[config.mk]
export PLATFORM = sky130hd
export DESIGN_NAME = pressure_sensor_compensation_core_flat
export DESIGN_NICKNAME = d
export VERILOG_FILES = /design/src/hdl/psc_pkg.sv /design/src/hdl/psc_req_if.sv /design/src/hdl/psc_rsp_if.sv /design/src/hdl/pressure_sensor_compensation_core.sv /design/src/flat_wrapper.sv
export SDC_FILE = /design/constraint.sdc
export NUM_CORES = 2
export LEC_CHECK = 0
export ABC_CLOCK_PERIOD_IN_PS = 12100
export BUFFER_PORTS_ARGS = -buffer_cell sky130_fd_sc_hd__buf_2
export CORE_MARGIN = 1.5
export CORE_UTILIZATION = 70
export DETAILED_ROUTE_END_ITERATION = 8
export PLACE_DENSITY_LB_ADDON = 0.25
export REMOVE_ABC_BUFFERS = 1
export SETUP_SLACK_MARGIN = 0.3
export SYNTH_ARGS = -nofsm -noshare
export SYNTH_HDL_FRONTEND = slang
export SYNTH_SLANG_ARGS = --single-unit
[constraint.sdc]
create_clock -name clock -period 12.1 [get_ports clock]
set_input_delay 2.42 -clock clock [delete_from_list [all_inputs] [get_ports clock]]
set_output_delay 2.42 -clock clock [all_outputs]
set_load 0.03 [all_outputs]
[src/hdl/psc_pkg.sv]
package psc_pkg;

   localparam int RawW   = 16;
   localparam int CntW   = 10;
   localparam int CoefW  = 16;
   localparam int LimW   = 8;
   localparam int KpaW   = 7;
   localparam int WordW  = 32;
   localparam int IdxW   = 3;
   localparam int RawLsb = 6;

   // x*65 for a 10-bit count needs 17 bits
   localparam int ScaledW = 17;
   localparam int KpaQW   = ScaledW - CntW;

   localparam logic [6:0]     KpaScale = 7'd65;
   localparam logic [CntW:0]  KpaDiv   = 11'd1023;
   localparam logic [KpaW-1:0] KpaBase = 7'd50;

   localparam int ShC11 = 14;
   localparam int ShC12 = 11;
   localparam int ShB2  = 15;
   localparam int ShA2  = 16;
   localparam int ShA0  = 10;
   localparam int ShPc  = 13;

   localparam logic [IdxW-1:0] CSR_COEF_A0  = 3'd0;
   localparam logic [IdxW-1:0] CSR_COEF_B1  = 3'd1;
   localparam logic [IdxW-1:0] CSR_COEF_B2  = 3'd2;
   localparam logic [IdxW-1:0] CSR_COEF_C12 = 3'd3;
   localparam logic [IdxW-1:0] CSR_COEF_C11 = 3'd4;
   localparam logic [IdxW-1:0] CSR_COEF_C22 = 3'd5;
   localparam logic [IdxW-1:0] CSR_LOW_LIM  = 3'd6;

   typedef logic signed [WordW-1:0] word_type;
   typedef logic signed [CoefW-1:0] coef_type;
   typedef logic [CntW-1:0]         count_type;

endpackage

[src/hdl/psc_req_if.sv]
interface psc_req_if;
   logic                          valid;
   logic                          ready;
   logic [psc_pkg::RawW-1:0]      raw_pressure;
   logic [psc_pkg::RawW-1:0]      raw_temperature;

   modport source (output valid, output raw_pressure, output raw_temperature, input ready);
   modport sink   (input valid, input raw_pressure, input raw_temperature, output ready);
endinterface

[src/hdl/psc_rsp_if.sv]
interface psc_rsp_if;
   logic                          valid;
   logic                          ready;
   logic [psc_pkg::CntW-1:0]      comp_count;
   logic [psc_pkg::KpaW-1:0]      pressure_kpa;
   logic                          pressure_low;

   modport source (output valid, output comp_count, output pressure_kpa,
                   output pressure_low, input ready);
   modport sink   (input valid, input comp_count, input pressure_kpa,
                   input pressure_low, output ready);
endinterface

[src/hdl/pressure_sensor_compensation_core.sv]
// A req beat is registered in stages 1 to 5 in turn before its rsp beat.
// Throughput: one beat per cycle while rsp is ready; five stages, each
// with a valid bit, and a stage holds only while the stage after it is
// full and stalled. Reset (synchronous, active high) empties the pipeline
// and clears all coefficients and the low-pressure limit to zero.
module pressure_sensor_compensation_core (
   input  logic                         clock,
   input  logic                         reset,
   psc_req_if.sink                      req,
   psc_rsp_if.source                    rsp,
   input  logic                         csr_write_enable,
   input  logic [psc_pkg::IdxW-1:0]     csr_index,
   input  logic [psc_pkg::CoefW-1:0]    csr_write_data
);

   // configuration registers
   psc_pkg::coef_type a0_ff, b1_ff, b2_ff, c12_ff, c11_ff, c22_ff;
   logic [psc_pkg::LimW-1:0] limit_ff;

   always_ff @(posedge clock) begin
      if (reset) begin
         a0_ff    <= '0;
         b1_ff    <= '0;
         b2_ff    <= '0;
         c12_ff   <= '0;
         c11_ff   <= '0;
         c22_ff   <= '0;
         limit_ff <= '0;
      end else if (csr_write_enable) begin
         unique case (csr_index)
            psc_pkg::CSR_COEF_A0:  a0_ff  <= csr_write_data;
            psc_pkg::CSR_COEF_B1:  b1_ff  <= csr_write_data;
            psc_pkg::CSR_COEF_B2:  b2_ff  <= csr_write_data;
            psc_pkg::CSR_COEF_C12: c12_ff <= csr_write_data;
            psc_pkg::CSR_COEF_C11: c11_ff <= csr_write_data;
            psc_pkg::CSR_COEF_C22: c22_ff <= csr_write_data;
            psc_pkg::CSR_LOW_LIM:  limit_ff <= csr_write_data[psc_pkg::LimW-1:0];
            default: ;
         endcase
      end
   end

   // valid bits and advance chain
   logic [5:1] v_ff, v_in;
   logic [5:1] adv;

   always_comb begin
      adv[5] = !v_ff[5] || rsp.ready;
      adv[4] = !v_ff[4] || adv[5];
      adv[3] = !v_ff[3] || adv[4];
      adv[2] = !v_ff[2] || adv[3];
      adv[1] = !v_ff[1] || adv[2];
      v_in[1] = adv[1] ? req.valid : v_ff[1];
      v_in[2] = adv[2] ? v_ff[1]   : v_ff[2];
      v_in[3] = adv[3] ? v_ff[2]   : v_ff[3];
      v_in[4] = adv[4] ? v_ff[3]   : v_ff[4];
      v_in[5] = adv[5] ? v_ff[4]   : v_ff[5];
   end

   always_ff @(posedge clock) begin
      if (reset) begin
         v_ff <= '0;
      end else begin
         v_ff <= v_in;
      end
   end

   assign req.ready = adv[1];

   // stage 1: first products
   psc_pkg::count_type p1_ff, t1_ff, p1_in, t1_in;
   psc_pkg::word_type  m11_ff, m12_ff, m22_ff, m11_in, m12_in, m22_in;

   always_comb begin
      p1_in  = req.raw_pressure[psc_pkg::RawW-1:psc_pkg::RawLsb];
      t1_in  = req.raw_temperature[psc_pkg::RawW-1:psc_pkg::RawLsb];
      m11_in = psc_pkg::word_type'(c11_ff)
               * psc_pkg::word_type'({1'b0, p1_in});
      m12_in = psc_pkg::word_type'(c12_ff)
               * psc_pkg::word_type'({1'b0, t1_in});
      m22_in = psc_pkg::word_type'(c22_ff)
               * psc_pkg::word_type'({1'b0, t1_in});
   end

   always_ff @(posedge clock) begin
      if (adv[1]) begin
         p1_ff  <= p1_in;
         t1_ff  <= t1_in;
         m11_ff <= m11_in;
         m12_ff <= m12_in;
         m22_ff <= m22_in;
      end
   end

   // stage 2: a1 and a2
   psc_pkg::count_type p2_ff, t2_ff;
   psc_pkg::word_type  a1_ff, a2_ff, a1_in, a2_in;

   always_comb begin
      psc_pkg::word_type s11, a11, s1, s2;
      s11   = (psc_pkg::word_type'(b1_ff) <<< psc_pkg::ShC11) + m11_ff;
      a11   = s11 >>> psc_pkg::ShC11;
      s1    = (a11 <<< psc_pkg::ShC12) + m12_ff;
      a1_in = s1 >>> psc_pkg::ShC12;
      s2    = (psc_pkg::word_type'(b2_ff) <<< psc_pkg::ShB2) + (m22_ff >>> 1);
      a2_in = s2 >>> psc_pkg::ShA2;
   end

   always_ff @(posedge clock) begin
      if (adv[2]) begin
         p2_ff <= p1_ff;
         t2_ff <= t1_ff;
         a1_ff <= a1_in;
         a2_ff <= a2_in;
      end
   end

   // stage 3: second products
   psc_pkg::word_type ma1_ff, ma2_ff, ma1_in, ma2_in;

   always_comb begin
      ma1_in = a1_ff * psc_pkg::word_type'({1'b0, p2_ff});
      ma2_in = a2_ff * psc_pkg::word_type'({1'b0, t2_ff});
   end

   always_ff @(posedge clock) begin
      if (adv[3]) begin
         ma1_ff <= ma1_in;
         ma2_ff <= ma2_in;
      end
   end

   // stage 4: y1 and compensated count
   psc_pkg::count_type cnt_ff, cnt_in;

   always_comb begin
      psc_pkg::word_type sy, y1, sp, pc;
      sy     = (psc_pkg::word_type'(a0_ff) <<< psc_pkg::ShA0) + ma1_ff;
      y1     = sy >>> psc_pkg::ShA0;
      sp     = (y1 <<< psc_pkg::ShA0) + ma2_ff;
      pc     = sp >>> psc_pkg::ShPc;
      cnt_in = pc[psc_pkg::CntW-1:0];
   end

   always_ff @(posedge clock) begin
      if (adv[4]) begin
         cnt_ff <= cnt_in;
      end
   end

   // stage 5: kPa = cnt*65/1023 + 50, divide by x>>10 plus one correction
   psc_pkg::count_type     cnt5_ff;
   logic [psc_pkg::KpaW-1:0] kpa_ff, kpa_in;
   logic                   low_ff, low_in;

   always_comb begin
      logic [psc_pkg::ScaledW-1:0] x;
      logic [psc_pkg::KpaQW-1:0]   q0;
      logic [psc_pkg::CntW:0]      r;
      logic [psc_pkg::KpaW-1:0]    q;
      x      = psc_pkg::ScaledW'(cnt_ff) * psc_pkg::ScaledW'(psc_pkg::KpaScale);
      q0     = x[psc_pkg::ScaledW-1:psc_pkg::CntW];
      r      = {1'b0, x[psc_pkg::CntW-1:0]} + (psc_pkg::CntW+1)'(q0);
      q      = psc_pkg::KpaW'(q0) + psc_pkg::KpaW'(r >= psc_pkg::KpaDiv);
      kpa_in = q + psc_pkg::KpaBase;
      low_in = {1'b0, kpa_in} <= limit_ff;
   end

   always_ff @(posedge clock) begin
      if (adv[5]) begin
         cnt5_ff <= cnt_ff;
         kpa_ff  <= kpa_in;
         low_ff  <= low_in;
      end
   end

   assign rsp.valid        = v_ff[5];
   assign rsp.comp_count   = cnt5_ff;
   assign rsp.pressure_kpa = kpa_ff;
   assign rsp.pressure_low = low_ff;

endmodule

[src/flat_wrapper.sv]
// flat-port wrapper written by rule: the top's interface ports become plain ports
module pressure_sensor_compensation_core_flat 
  (clock, reset, csr_write_enable, csr_index, csr_write_data, req_valid, req_raw_pressure, req_raw_temperature, req_ready, rsp_valid, rsp_comp_count, rsp_pressure_kpa, rsp_pressure_low, rsp_ready);
  psc_req_if req_i ();
  psc_rsp_if rsp_i ();
  input  logic clock;
  input  logic reset;
  input  logic csr_write_enable;
  input  logic [psc_pkg::IdxW-1:0] csr_index;
  input  logic [psc_pkg::CoefW-1:0] csr_write_data;
  input wire logic [$bits(req_i.valid)-1:0] req_valid;
  input wire logic [$bits(req_i.raw_pressure)-1:0] req_raw_pressure;
  input wire logic [$bits(req_i.raw_temperature)-1:0] req_raw_temperature;
  output wire logic [$bits(req_i.ready)-1:0] req_ready;
  output wire logic [$bits(rsp_i.valid)-1:0] rsp_valid;
  output wire logic [$bits(rsp_i.comp_count)-1:0] rsp_comp_count;
  output wire logic [$bits(rsp_i.pressure_kpa)-1:0] rsp_pressure_kpa;
  output wire logic [$bits(rsp_i.pressure_low)-1:0] rsp_pressure_low;
  input wire logic [$bits(rsp_i.ready)-1:0] rsp_ready;
  assign req_i.valid = req_valid;
  assign req_i.raw_pressure = req_raw_pressure;
  assign req_i.raw_temperature = req_raw_temperature;
  assign req_ready = req_i.ready;
  assign rsp_valid = rsp_i.valid;
  assign rsp_comp_count = rsp_i.comp_count;
  assign rsp_pressure_kpa = rsp_i.pressure_kpa;
  assign rsp_pressure_low = rsp_i.pressure_low;
  assign rsp_i.ready = rsp_ready;
  pressure_sensor_compensation_core u_core (.clock(clock), .reset(reset), .req(req_i), .rsp(rsp_i), .csr_write_enable(csr_write_enable), .csr_index(csr_index), .csr_write_data(csr_write_data));
endmodule
==> results <==
- The area taken by multi-input logic gates is 28670 sq um.
- In this run the tool buffered the top-level ports with 63 buffer cells.
- The number of unique standard cell types used by synthesis is 65.
- The start point of the worst min-delay path is u_core.p1_ff[1].
- The tool flagged a number of max-cap violations equal to 0.
- TritonCTS built the clock tree.
- For this run, the detailed router's first-pass iteration total came to 5.
- Detailed placement finished with a half-perimeter wire length of between 60000 and 70000 um.
- The initial antenna violation count is 4.
- The count of synthesis-stage warnings from yosys is 0.
- Across all setup checks in the final design, the least slack found is ~4.2 ns.
- Setup repair after global routing left no endpoint under its margin.
- The height of the die is ~240 um.
- For the pin with the worst max-slew slack, the measured transition is around 1.3 ns.
- The clock network latency to the later pin of the worst-skew pair is between 0.5 and 0.6 ns.
- The final number of hold-violating endpoints was 0.
- The largest buffer count on any clock path is 3.
- The level count of the clock H-tree is 1.
- The total buffers and inverters traversed by the critical path is 6.
- The critical path goes through buf_2 > nand2_1 > fa_1 > inv_1 > fa_1 > inv_1 > fa_1 > inv_1 > fa_1 > inv_1 > fa_1 > inv_1 > ha_1 > and4_1 > a2111oi_2 > nor3_1 > o2111ai_2 > a41oi_1 > or3_1 > a31oi_1 > xnor2_1.
- The starting utilization of the core area is 71.05%.
- The placer's final routability congestion estimate is just under 0.9.
- Of the total synthesized cell area, the portion taken by AND, OR, NAND and NOR gates is 16.76%.
- Data on the critical path arrives at its endpoint at ~8 ns.
- IR analysis of the VDD net gives a maximum drop of between 0.0003 and 0.0004 V.
- Of all flip-flops after synthesis, the portion carrying an async set or reset was 0%.
- The die covers between 50000 and 60000 sq um.
- In the routed design, unresolved DRC markers number 0.
- Once detail routing completed, the nets flagged for antenna violations numbered 0.
- The most critical setup path has its startpoint at req_raw_temperature[8].
- After synthesis, the largest family of logic cells by area is adder cells.
- The via count of the first global-routing pass came to between 20000 and 30000.
- Cells with a size suffix above 1 make up under 10% of the layout.
- In the final design database the tool counted around 5100 nets.
- Between clock sinks in the finished design, the worst skew comes to between 0.009 and 0.01 ns.
- The total power divided by cell area is 165.2 nW/um^2.
- The tightest min-delay check is of the reg2reg type.
- During I/O placement, the number of pins put on the boundary was 76.
- The total wirelength of the detailed-routed design is 84330 um.
- The number of buffers added for setup after CTS is 0.
- The worst setup path is launched from a primary input.
- The region available for standard cell placement spans approximately 55000 sq um.
- The share of the clock period used by the worst path after layout is about two thirds.
- The worst-case setup slack after placement is ~3.6 ns.
- The clock edge transition at the registers on the reported setup and hold paths is about 0.06 ns.
- The biggest area consumer among synthesized cells is fa_1.
- The synthesized netlist devotes under 10% of its cell area to compound gates.
- STA puts the critical path data required time at ~12 ns.
- The number of storage elements in the synthesis netlist is 277.
- The leakage power of the design is around 18 nW.
- After Yosys synthesis, full adders, half adders and majority gates account for 46.76% of the synthesized area.
- In this run, CTS created clock tree buffers numbering 28.
- The synthesized instance count is roughly 4000.
- The overall fraction of global-route tracks in use is a little under a third.
- Among all flip-flop cells after synthesis, the most frequent one is edfxtp_1.
- The portion of the post-synthesis area used by sequential elements is a little under a fifth.
- Entering global routing, the biggest net connects 94 pins.
- After synthesis, the mean cell area works out to roughly 9.6 sq um.
- Of all nets on the critical path, the largest fanout is 33.
- The first routing iteration left about 1900 violations.
- In this run the register-to-register setup slack is between 5 and 6 ns.
- The number of enable flip-flop cells after synthesis is 171.
- Gates resized during post-CTS repair numbered 0.
- The mapped cell area is between 30000 and 40000 sq um.
- The fraction of post-synthesis cell area in the top cell type by area is between 30% and 40%.
- By area the synthesized netlist is led by fa_1 35%, edfxtp_1 13%, ha_1 12%.
- The clock tree root buffer cell is clkbuf_16.
- The routed via count is about 27000.
- Summed over all failing endpoints, the final setup total negative slack is 0 ns.
- The tightest slew margin relative to the limit is about 16%.
- The repair_antennas step left the layout with diodes totalling 0.
- The first global-routing pass estimated 143600 um of wire.
- The cell type group with the largest total delay on the critical path is adder cells.
- For this design, the CTS-stage hold fixing added 0 buffers.
- The final max-slew violation count is 0.
- The number of vias per cell after detailed routing is approximately 5.7.
- The run finished with clean final reports.
- Hold is met by about 0.42 ns.
- The count of endpoints failing setup in the final report is 0.
- The worst setup path is of the in2reg kind.
- The floorplan has 86 rows.
- The area taken by flip-flops and latches is slightly above 7000 sq um.
- The xor-xnor portion of the synthesized cell area is between 3 and 4%.
- The startpoint of the lowest-slack register-to-register path is u_core.p2_ff[3].
- Compared with the post-synthesis result, the final layout area differs by 4.374%.
- The largest individual stage delay along the critical path comes from the cell buf_2.
- The capturing element type of the critical path is a flop.
- Derived from the worst setup path, the maximum achievable clock frequency is about 130 MHz.
- The die is 239.7 um wide.
- The worst path in the final design needs a cycle of approximately 7.9 ns, including I/O delays and setup.
- The overflow left after global routing is 0.
- Fill cells in the final layout number about 3900.
- CTS saw about 280 sinks.
- In this design, the stage delay of the slowest critical-path cell is 0.57 ns.
- After detailed routing, the average wire length per cell comes to 17.58 um.
- The portion of netlist area occupied by mux cells is 0%.
-- layout by cell type, fill, tap and decap left out, drive strengths merged, types with 29 or more instances in the layout --
cell / Yosys / layout
dfxtp: 106 / 106
edfxtp: 171 / 171
nor3: 42 / 42
ha: 368 / 368
clkbuf: 158 / 38
nor2: 107 / 107
xnor2: 131 / 131
fa: 686 / 686
nor2b: 29 / 29
nand2: 608 / 608
and2: 454 / 454
a21oi: 172 / 172
o21ai: 49 / 49
xor2: 45 / 45
buf: 5 / 72
inv: 719 / 719
-- registers in the layout, summed over array words and instances, names as in the netlist, 11 cells and up --
name and cells:
u_core.a2_ff 16, u_core.m12_ff 16, u_core.c12_ff 16, u_core.ma2_ff 13
u_core.m11_ff 13, u_core.a1_ff 21, u_core.c22_ff 16, u_core.b1_ff 16
u_core.b2_ff 16, u_core.a0_ff 13, u_core.m22_ff 11, u_core.c11_ff 16
u_core.ma1_ff 13
-- cells in the mapped netlist, types with 5 or more instances --
library cell / number
a211oi_1: 10
a21o_1: 25
a21oi_1: 171
a31oi_1: 10
a41oi_1: 5
and2_1: 454
and3_1: 14
buf_1: 5
clkbuf_1: 158
dfxtp_1: 106
edfxtp_1: 171
fa_1: 686
ha_1: 368
inv_1: 719
nand2_1: 608
nand2b_1: 24
nand3_1: 26
nand4_1: 9
nand4b_1: 5
nor2_1: 107
nor2b_1: 29
nor3_1: 42
o211ai_1: 6
o21a_1: 27
o21ai_0: 40
o21ai_1: 9
o21bai_1: 5
o31ai_1: 6
o41ai_1: 5
or3_1: 7
xnor2_1: 131
xor2_1: 45
-- path summary, 6_finish.rpt --
path                             to  depth (start not counted)
hold / removal      u_core.p2_ff[1]                          0
setup reg to reg  u_core.ma1_ff[22]                         21
setup / recovery  u_core.m12_ff[30]                         21
hold reg to reg     u_core.p2_ff[1]                          0
-- report_power, final --
group	switching (mW)	internal, mW	leakage, nW
Clock	0.375	0.549	0.480
Sequential	0.209	1.38	2.76
Combinational	2.36	1.90	14.7
Total	2.94	3.82	17.9
-- routing by layer --
metal | vias up | routed length (um) | track usage (%)
met3 | 178 | 5782 | 4.149
met5 | - | 34 | 0
met2 | 875 | 41130 | 53.47
li1 | 12487 | - | -
met4 | 6 | 2764 | 10.20
met1 | 13844 | 34630 | 42.28
-- through the flow --
| step | util [%] | std cells | instance area, sq um | power (mW) |
|---|---|---|---|---|
| final | 74.15 | 4797 | 40930 | 6.763 |
| after CTS | 74.15 | 4797 | 40930 | 6.805 |
| after global routing | 74.15 | 4797 | 40930 | 7.432 |
| after detailed placement | 72.37 | 4745 | 39950 | 5.836 |
| after floorplan | - | 3925 | 38610 | 4.814 |
| after global placement | 72.37 | 4745 | 39950 | 5.673 |
-- worst register-to-register path: cells and delay by family (launching register included) --
family | cells | cell delay (ns)
fa+ha+maj | 6 | 2.71
compound gates | 6 | 1.75
flops | 1 | 0.90
simple gates | 3 | 0.42
buf+inv | 5 | 0.24
xor+xnor | 1 | 0.11
-- final cells by class --
| class | count | area share [%] |
|---|---|---|
| multi-input cells | 2929 | 70.04 |
| flip-flops and latches | 277 | 17.73 |
| inverters | 719 | 6.593 |
| well taps | 748 | 2.286 |
| clock buffers | 38 | 2.057 |
| repair buffers | 72 | 0.9415 |
| clock inverters | 14 | 0.3515 |
-- cells by family after synthesis --
| group | count (synthesis) |
|---|---|
| xor+xnor | 176 |
| fa+ha+maj | 1054 |
| flops | 277 |
| simple gates | 1342 |
| compound gates | 357 |
| buf+inv | 882 |
Note: power is estimated with default switching activity, not from simulation.
